$ cat config.mk
export PLATFORM = sky130hd
export DESIGN_NAME = multi_drive_disk_controller_regs_top
export DESIGN_NICKNAME = d
export VERILOG_FILES = /design/src/hdl/mddc_pkg.sv /design/src/hdl/multi_drive_disk_controller_regs_top.sv /design/src/hdl/mddc_ctrl.sv /design/src/hdl/mddc_dp.sv
export SDC_FILE = /design/constraint.sdc
export NUM_CORES = 2
export LEC_CHECK = 0
export BUFFER_PORTS_ARGS = -buffer_cell sky130_fd_sc_hd__clkbuf_2
export CAP_MARGIN = 20
export CORE_ASPECT_RATIO = 0.7
export CORE_MARGIN = 2
export CORE_UTILIZATION = 40
export CTS_BUF_LIST = sky130_fd_sc_hd__clkbuf_8
export DETAILED_ROUTE_END_ITERATION = 10
export PLACE_DENSITY = 0.54
export SETUP_SLACK_MARGIN = 0.2
export SLEW_MARGIN = 20
export SYNTH_ARGS = -nofsm -noshare
export SYNTH_HDL_FRONTEND = slang
export SYNTH_SLANG_ARGS = --single-unit
export TNS_END_PERCENT = 30
$ cat constraint.sdc
create_clock -name clk -period 12.8 [get_ports clk]
set_input_delay 1.28 -clock clk [delete_from_list [all_inputs] [get_ports clk]]
set_output_delay 1.28 -clock clk [all_outputs]
set_load 0.005 [all_outputs]
$ cat src/hdl/mddc_pkg.sv
// ----------------------------------------------------------------------------
// mddc_pkg
// Shared types and codes for the disk controller register bank.
// ----------------------------------------------------------------------------
package mddc_pkg;

  localparam int DRIVE_COUNT = 8;
  localparam int DRV_IDX_W   = $clog2(DRIVE_COUNT);
  localparam int SEL_W       = 4;

  // bus access kind
  localparam logic ACC_READ  = 1'b0;
  localparam logic ACC_WRITE = 1'b1;

  // register offsets
  localparam logic [3:0] OFF_SN_HI   = 4'd1;
  localparam logic [3:0] OFF_SN_MID  = 4'd2;
  localparam logic [3:0] OFF_SN_LO   = 4'd3;
  localparam logic [3:0] OFF_DMA_HI  = 4'd4;
  localparam logic [3:0] OFF_DMA_MID = 4'd5;
  localparam logic [3:0] OFF_DMA_LO  = 4'd6;
  localparam logic [3:0] OFF_COUNT   = 4'd7;
  localparam logic [3:0] OFF_STATUS  = 4'd8;

  // command bytes
  localparam logic [7:0] CMD_SEL_MAX   = 8'h0F;
  localparam logic [7:0] CMD_SIZE_0    = 8'h10;
  localparam logic [7:0] CMD_SIZE_1    = 8'h11;
  localparam logic [7:0] CMD_SIZE_2    = 8'h12;
  localparam logic [7:0] CMD_SIZE_3    = 8'h13;
  localparam logic [7:0] CMD_READ      = 8'h20;
  localparam logic [7:0] CMD_WRITE     = 8'h21;
  localparam logic [7:0] CMD_MOUNT     = 8'h22;
  localparam logic [7:0] CMD_UNMOUNT   = 8'h23;
  localparam logic [7:0] CMD_SEEK_LAST = 8'h24;
  localparam logic [7:0] CMD_SEEK_END  = 8'h25;
  localparam logic [7:0] CMD_SYNC      = 8'h26;
  localparam logic [7:0] CMD_CLR_ERR   = 8'h80;

  localparam logic [7:0] STATUS_MISSING = 8'h80;

  // per-drive reset values
  localparam logic [7:0] CNT_RST = 8'd1;
  localparam logic [1:0] SZ_RST  = 2'd2;
  localparam logic [3:0] LG_BASE = 4'd7;

  typedef struct packed {
    logic        command;
    logic [3:0]  reg_offset;
    logic [7:0]  write_data;
    logic        media_ok;
    logic [31:0] media_size_bytes;
  } in_word_t;

  typedef struct packed {
    logic [7:0]  read_data;
    logic        xfer_start;
    logic        xfer_is_write;
    logic [23:0] xfer_dma_address;
    logic [31:0] xfer_byte_offset;
    logic [17:0] xfer_byte_count;
  } out_word_t;

  typedef struct packed {
    logic cap;
    logic fetch;
    logic exec;
  } ctrl_cmd_t;

endpackage

$ cat src/hdl/multi_drive_disk_controller_regs_top.sv
// An accepted word is captured, its drive entry fetched, then executed with the
//   result registered. busy holds off new words in the fetch and execute states,
//   set by the single read/modify/write pass over the selected drive entry.
// out_valid is a one-cycle strobe; the receiver cannot stall it.
// Reset (rst_n low, synchronous): drive 0 selected, every drive unmounted with
//   error set, count 1, 512-byte sectors, pointers and media size zero.
// ----------------------------------------------------------------------------
// multi_drive_disk_controller_regs_top
// Bus-side register bank of a multi-drive disk controller: byte registers,
// status, commands and validated transfer requests.
// ----------------------------------------------------------------------------
module multi_drive_disk_controller_regs_top
  import mddc_pkg::*;
(
  input  logic      clk,
  input  logic      rst_n,
  input  logic      start,
  output logic      busy,
  input  in_word_t  in_word,
  output logic      out_valid,
  output out_word_t out_word
);

  // sequencer commands into the datapath
  ctrl_cmd_t cmd;

  // controller: idle -> fetch entry -> execute/write back
  mddc_ctrl u_ctrl (
    .clk   (clk),
    .rst_n (rst_n),
    .start (start),
    .busy  (busy),
    .cmd   (cmd)
  );

  // datapath: drive store, bound check, result register
  mddc_dp u_dp (
    .clk       (clk),
    .rst_n     (rst_n),
    .cmd       (cmd),
    .in_word   (in_word),
    .out_valid (out_valid),
    .out_word  (out_word)
  );

endmodule

$ cat src/hdl/mddc_ctrl.sv
// ----------------------------------------------------------------------------
// mddc_ctrl
// Sequencer: capture word, fetch drive entry, execute and write back.
// ----------------------------------------------------------------------------
module mddc_ctrl
  import mddc_pkg::*;
(
  input  logic      clk,
  input  logic      rst_n,
  input  logic      start,
  output logic      busy,
  output ctrl_cmd_t cmd
);

  localparam logic [1:0] ST_IDLE  = 2'd0;
  localparam logic [1:0] ST_FETCH = 2'd1;
  localparam logic [1:0] ST_EXEC  = 2'd2;

  logic [1:0] state_r, state_nxt;

  always_comb begin
    state_nxt = state_r;
    unique case (state_r)
      ST_IDLE:  if (start) state_nxt = ST_FETCH;
      ST_FETCH: state_nxt = ST_EXEC;
      ST_EXEC:  state_nxt = ST_IDLE;
      default:  state_nxt = ST_IDLE;
    endcase
  end

  always_ff @(posedge clk) begin
    if (!rst_n) begin
      state_r <= ST_IDLE;
    end else begin
      state_r <= state_nxt;
    end
  end

  assign busy      = (state_r != ST_IDLE);
  assign cmd.cap   = start && (state_r == ST_IDLE);
  assign cmd.fetch = (state_r == ST_FETCH);
  assign cmd.exec  = (state_r == ST_EXEC);

endmodule

$ cat src/hdl/mddc_dp.sv
// ----------------------------------------------------------------------------
// mddc_dp
// Per-drive register file, transfer check and result register.
// ----------------------------------------------------------------------------
module mddc_dp
  import mddc_pkg::*;
(
  input  logic      clk,
  input  logic      rst_n,
  input  ctrl_cmd_t cmd,
  input  in_word_t  in_word,
  output logic      out_valid,
  output out_word_t out_word
);

  logic [SEL_W-1:0] sel_r, sel_nxt;
  logic [31:0]      sn_r   [DRIVE_COUNT];
  logic [23:0]      dma_r  [DRIVE_COUNT];
  logic [7:0]       cnt_r  [DRIVE_COUNT];
  logic [1:0]       sz_r   [DRIVE_COUNT];
  logic [31:0]      msz_r  [DRIVE_COUNT];
  logic             mnt_r  [DRIVE_COUNT];
  logic             wrt_r  [DRIVE_COUNT];
  logic             err_r  [DRIVE_COUNT];

  in_word_t         in_r;
  logic [31:0]      st_r;
  logic [17:0]      by_r;
  logic [42:0]      sum_r;
  logic [31:0]      msh_r;
  out_word_t        out_r, out_nxt;
  logic             out_valid_r;

  logic [DRV_IDX_W-1:0] idx;
  logic                 present;
  logic [31:0]          cur_sn, cur_msz, sn_nxt, msz_nxt;
  logic [23:0]          cur_dma, dma_nxt;
  logic [7:0]           cur_cnt, cnt_nxt, rd_byte;
  logic [1:0]           cur_sz, sz_nxt;
  logic                 cur_mnt, cur_wrt, cur_err, mnt_nxt, wrt_nxt, err_nxt;
  logic [3:0]           lg;
  logic [41:0]          st_w;
  logic [17:0]          by_w;
  logic                 xfer_bad;

  assign idx     = sel_r[DRV_IDX_W-1:0];
  assign present = ({1'b0, sel_r} < (SEL_W + 1)'(DRIVE_COUNT));
  assign cur_sn  = sn_r[idx];
  assign cur_dma = dma_r[idx];
  assign cur_cnt = cnt_r[idx];
  assign cur_sz  = sz_r[idx];
  assign cur_msz = msz_r[idx];
  assign cur_mnt = mnt_r[idx];
  assign cur_wrt = wrt_r[idx];
  assign cur_err = err_r[idx];

  // sector size log2: 7..10
  assign lg   = {2'b00, cur_sz} + LG_BASE;
  assign st_w = 42'(cur_sn) << lg;
  assign by_w = 18'(cur_cnt) << lg;

  // fetch stage: shifted pointers and bound sum
  always_ff @(posedge clk) begin
    if (cmd.cap) begin
      in_r <= in_word;
    end
    if (cmd.fetch) begin
      st_r  <= st_w[31:0];
      by_r  <= by_w;
      sum_r <= {1'b0, st_w} + 43'(by_w);
      msh_r <= cur_msz >> lg;
    end
  end

  // register read mux
  always_comb begin
    rd_byte = '0;
    if (in_r.reg_offset == OFF_STATUS) begin
      rd_byte = present ? {cur_err, cur_wrt, cur_sz, sel_r} : STATUS_MISSING;
    end else if (present) begin
      case (in_r.reg_offset)
        OFF_SN_HI:   rd_byte = cur_sn[23:16];
        OFF_SN_MID:  rd_byte = cur_sn[15:8];
        OFF_SN_LO:   rd_byte = cur_sn[7:0];
        OFF_DMA_HI:  rd_byte = cur_dma[23:16];
        OFF_DMA_MID: rd_byte = cur_dma[15:8];
        OFF_DMA_LO:  rd_byte = cur_dma[7:0];
        OFF_COUNT:   rd_byte = cur_cnt;
        default:     rd_byte = '0;
      endcase
    end
  end

  assign xfer_bad = !cur_mnt
                 || ((in_r.write_data == CMD_WRITE) && !cur_wrt)
                 || (sum_r > {11'b0, cur_msz})
                 || !in_r.media_ok;

  // execute stage: next entry values and result
  always_comb begin
    sel_nxt = sel_r;
    sn_nxt  = cur_sn;
    dma_nxt = cur_dma;
    cnt_nxt = cur_cnt;
    sz_nxt  = cur_sz;
    msz_nxt = cur_msz;
    mnt_nxt = cur_mnt;
    wrt_nxt = cur_wrt;
    err_nxt = cur_err;
    out_nxt = '0;
    if (in_r.command == ACC_READ) begin
      out_nxt.read_data = rd_byte;
    end else if (in_r.reg_offset == OFF_STATUS) begin
      if (in_r.write_data <= CMD_SEL_MAX) begin
        sel_nxt = in_r.write_data[SEL_W-1:0];
      end else if (present) begin
        unique case (in_r.write_data) inside
          CMD_SIZE_0, CMD_SIZE_1, CMD_SIZE_2, CMD_SIZE_3: begin
            sz_nxt = in_r.write_data[1:0];
          end
          CMD_READ, CMD_WRITE: begin
            if (xfer_bad) begin
              err_nxt = 1'b1;
            end else begin
              out_nxt.xfer_start       = 1'b1;
              out_nxt.xfer_is_write    = (in_r.write_data == CMD_WRITE);
              out_nxt.xfer_dma_address = cur_dma;
              out_nxt.xfer_byte_offset = st_r;
              out_nxt.xfer_byte_count  = by_r;
              dma_nxt = cur_dma + {6'b0, by_r};
              sn_nxt  = cur_sn + 32'(cur_cnt);
            end
          end
          CMD_MOUNT: begin
            sn_nxt  = '0;
            err_nxt = !in_r.media_ok;
            mnt_nxt = in_r.media_ok;
            wrt_nxt = in_r.media_ok;
            msz_nxt = in_r.media_ok ? in_r.media_size_bytes : '0;
          end
          CMD_UNMOUNT: begin
            mnt_nxt = 1'b0;
            wrt_nxt = 1'b0;
            err_nxt = 1'b1;
            msz_nxt = '0;
          end
          CMD_SEEK_LAST: sn_nxt  = msh_r - 32'd1;
          CMD_SEEK_END:  sn_nxt  = msh_r;
          CMD_CLR_ERR:   err_nxt = !cur_mnt;
          CMD_SYNC:      ;
          default:       ;
        endcase
      end
    end else if (present) begin
      case (in_r.reg_offset)
        OFF_SN_HI:   sn_nxt[23:16]  = in_r.write_data;
        OFF_SN_MID:  sn_nxt[15:8]   = in_r.write_data;
        OFF_SN_LO:   sn_nxt[7:0]    = in_r.write_data;
        OFF_DMA_HI:  dma_nxt[23:16] = in_r.write_data;
        OFF_DMA_MID: dma_nxt[15:8]  = in_r.write_data;
        OFF_DMA_LO:  dma_nxt[7:0]   = in_r.write_data;
        OFF_COUNT:   cnt_nxt        = in_r.write_data;
        default:     ;
      endcase
    end
  end

  // drive entries; a missing drive writes back unchanged values
  always_ff @(posedge clk) begin
    if (!rst_n) begin
      sel_r <= '0;
      for (int i = 0; i < DRIVE_COUNT; i++) begin
        sn_r[i]  <= '0;
        dma_r[i] <= '0;
        cnt_r[i] <= CNT_RST;
        sz_r[i]  <= SZ_RST;
        msz_r[i] <= '0;
        mnt_r[i] <= 1'b0;
        wrt_r[i] <= 1'b0;
        err_r[i] <= 1'b1;
      end
    end else if (cmd.exec) begin
      sel_r      <= sel_nxt;
      sn_r[idx]  <= sn_nxt;
      dma_r[idx] <= dma_nxt;
      cnt_r[idx] <= cnt_nxt;
      sz_r[idx]  <= sz_nxt;
      msz_r[idx] <= msz_nxt;
      mnt_r[idx] <= mnt_nxt;
      wrt_r[idx] <= wrt_nxt;
      err_r[idx] <= err_nxt;
    end
  end

  always_ff @(posedge clk) begin
    if (cmd.exec) begin
      out_r <= out_nxt;
    end
  end

  always_ff @(posedge clk) begin
    if (!rst_n) begin
      out_valid_r <= 1'b0;
    end else begin
      out_valid_r <= cmd.exec;
    end
  end

  assign out_valid = out_valid_r;
  assign out_word  = out_r;

endmodule

==> impl_metrics.tcl <==
set metrics [dict create \
    htreeDepth 4 \
    slowest_stage "dfxtp_4" \
    hold_buffers 0 \
    hp-start "u_dp.wrt_r[6]" \
    yosys_warnings 0 \
    num_vias 38400 \
    rsz0062_at_grt "no" \
    p_leak_nw 20.6 \
    maxSlewHeadroom_pct 17.3 \
    synth_cell_types 98 \
    switching_share_pct 26.2 \
    clockPowerShare_pct 37.6 \
    instances_no_fill 6310 \
    drt-initial-drc-count 5267 \
    grt_overflow 0 \
    hold_viol 0 \
    seqPwrFrac_pct 54.0 \
    pwr-share-comb_pct 8.5 \
    gp_congestion 0.997 \
    maxCapViolations 0 \
    placedCellCount 5996 \
    tns_ps 0 \
    crit_arrival_ps 8620 \
    die_width_um 441 \
    cts_sinks 1066 \
    synthCells 4233 \
    area_growth_pct 11.1 \
    switching_power_mw 1.96 \
    hold_path_depth 2 \
    r2r_slack_ps 4830 \
    worstMarginPinSlew_ps 1240 \
    grt_pass1_wl_mm 271 \
    setup_viol 0 \
    fin_crit_sh_pct 62.2 \
    core.rowCount 112 \
    vias_per_cell 6.08 \
    pwr_density_cell_mw_per_mm2 125 \
    path_delay_family "buffers and inverters" \
    fp.dieArea_sq_mm 0.137 \
    wirelength_mm 192 \
    p_int_mw 5.50 \
    r2r_end "u_dp.sum_r[40]" \
    drc 0 \
    peakVddDrop_mv 0.0817 \
    post_cts_buffers 0 \
    cp_max_fo 47 \
    drive_gt1_share_pct 17.7 \
    ctsResizeCount 0 \
    async_reset_ff_share_pct 0 \
    antenna_found_initial 14 \
    crit_type "reg -> reg" \
    r2r_cells 22 \
    final_util_pct 44.7 \
    die_y_um 310 \
    cp_num_buf_inv 5 \
    track_usage_pct 28.0 \
    first_pass_iters 5 \
    dp.final_hpwl_mm 125 \
    final_nets 4531 \
    status "completed" \
    yosys_register_bits 1066 \
    cts_buffer_depth 3 \
    clock.fmax_ghz 0.126 \
    synth_area_sq_mm 0.0535 \
    post_drt_wl_per_cell_um 30.4 \
    skew_ps 57.0 \
    critPathCaptureType "flop" \
    power_mw 7.46 \
    max_stage_delay_ps 820 \
    avgSynthCellArea_sq_um 12.6 \
    hold_path.class "reg -> reg" \
    crit_chain "buf_4 > nor2_1 > a22o_1 > nor2_4 > buf_4 > inv_2 > ha_2 > buf_4 > inv_2 > mux2_2 > nand2_1 > o21ai_0 > ha_1 > a21o_1 > a21oi_1 > o21ai_0 > a21oi_1 > o21ai_0 > nand3_1 > nor4_4 > nand4_1 > xnor2_1" \
    antenna_left 0 \
    clk_latency_ps 940 \
    fin_hold_ws_ps 469 \
    nFillCells 12200 \
    holdPathEnd "u_dp.wrt_r[6]" \
    cts_buffers 168 \
    ys.flop_type "edfxtp_1" \
    setup.worst_path.start_class "flop" \
    cts_tree "done" \
    grt_pass1_vias 36500 \
    crit_required_ps 13460 \
    grt_max_degree 83 \
    synth_edf_count 1040 \
    core_sq_mm 0.133 \
    root_buffer "clkbuf_8" \
    io_buffers 134 \
    clkTransAtPathRegs_ps 70 \
    finalCriticalPeriod_ps 7970 \
    slew_violations 0 \
    pin_count 135 \
    ys_seq_area_share_pct 59.4 \
    start_util_pct 40.2 \
]
cell families after synthesis:
logic type	share of synthesized area, %
multiplexers	13.8
AND/OR/NAND/NOR	14.0
other	0.0140
flip-flops	59.4
buffers and inverters	3.07
XOR/XNOR	1.16
adder cells (fa/ha/maj)	1.94
AO/OA/AOI/OAI	6.68
worst min-delay path: stages (launching register included):
cell and delay (ps):
dfxtp_1 320, nand3_1 60, o21ai_0 60
how the worst max path moves through the flow:
| stage | depth (start not counted) | startpoint | end | slack, ps |
|---|---|---|---|---|
| global placement | 22 | flop | u_dp.sum_r[40] | 4920 |
| global route | 22 | flop | u_dp.sum_r[30] | 4240 |
| detailed placement | 22 | flop | u_dp.sum_r[40] | 4880 |
| floorplan | 7 | u_ctrl.state_r[1] | u_dp.cnt_r[6][0] | 4710 |
| finish | 22 | flop | u_dp.sum_r[40] | 4830 |
| CTS | 22 | flop | u_dp.sum_r[40] | 4880 |
power groups by stage:
stage | Clock, mW | Sequential (mW) | Combinational [mW]
2_1_floorplan | 0 | 4.07 | 0.360
3_3_place_gp | 0 | 4.09 | 0.603
3_5_place_dp | 0 | 4.09 | 0.604
4_1_cts | 2.85 | 4.02 | 0.606
5_1_grt | 2.99 | 4.03 | 0.664
6_report | 2.80 | 4.02 | 0.630
per-layer routing:
| layer | part of all wire, % | routed length [um] | vias up | GRT usage, % |
|---|---|---|---|---|
| met4 | 3.3 | 6290 | 12 | 9.85 |
| met5 | 0.14 | 271 | - | 0.561 |
| met3 | 13 | 24100 | 398 | 9.03 |
| li1 | - | - | 16300 | - |
| met1 | 43 | 83100 | 19300 | 41.2 |
| met2 | 41 | 78100 | 2305 | 38.3 |
cell usage in the layout, fill, tap and decap left out, types with 35 or more instances in the layout:
cell type and count:
edfxtp_1 1040, nor2_1 878, nand2_1 180, mux4_2 180
clkbuf_8 172, nand3_1 165, mux2i_1 162, inv_1 146
clkbuf_2 135, a21oi_1 132, nor3_1 128, buf_4 112
o21ai_0 108, ha_1 77, and2_1 65, mux2_2 61
a31oi_1 53, xnor2_1 39, clkinv_1 35, mux4_1 35
nor4_1 35
sequential cells by signal, indices dropped and copies added, names as in the netlist, 8 cells and up, named ones only:
register and flops:
u_dp.sz_r 16, u_dp.dma_r 192, u_dp.wrt_r 8, u_dp.sum_r 43, u_dp.sn_r 256, u_dp.in_r 46
u_dp.by_r 18, u_dp.mnt_r 8, u_dp.err_r 8, u_dp.cnt_r 64, u_dp.msh_r 25, u_dp.msz_r 256
u_dp.st_r 32, u_dp.out_word 84
cell type report:
cell class / count / area, sq um / share of cell area, %
Timing Repair Buffer: 249 / 1560 / 2.62
Sequential cell: 1066 / 31800 / 53.4
Clock inverter: 135 / 744 / 1.25
Multi-Input combinational cell: 2829 / 20400 / 34.4
Tap cell: 1767 / 2210 / 3.72
Inverter: 87 / 327 / 0.550
Antenna cell: 5 / 12.5 / 0.0211
Clock buffer: 172 / 2370 / 3.98
metrics by stage:
stage	cell area (sq um)	worst slack, ps
detailed placement	56200	4880
finish	59400	4830
global route	59400	4240
global placement	56200	4920
CTS	59400	4880
floorplan	53500	4710
synth_stat cells (all sizes together) (18+ instances only):
cell type / n / area [sq um]
mux2: 61 / 687
a21oi: 135 / 679
and2: 65 / 407
nand4: 28 / 205
and3: 26 / 164
nand2: 195 / 734
o21ai: 126 / 631
buf: 84 / 527
a21o: 35 / 264
a211oi: 27 / 203
nor3: 135 / 686
xor2: 32 / 280
nor2: 887 / 3340
a31oi: 55 / 344
o22ai: 22 / 144
mux4: 215 / 4970
nor4: 40 / 299
nand2b: 18 / 113
xnor2: 39 / 342
inv: 86 / 323
dfxtp: 26 / 521
or3: 20 / 125
or2: 20 / 125
nor2b: 26 / 163
clkbuf: 183 / 787
mux2i: 167 / 1700
ha: 78 / 976
o211ai: 20 / 150
edfxtp: 1040 / 31200
nand3: 168 / 846
Note: power is estimated with default switching activity, not from simulation.
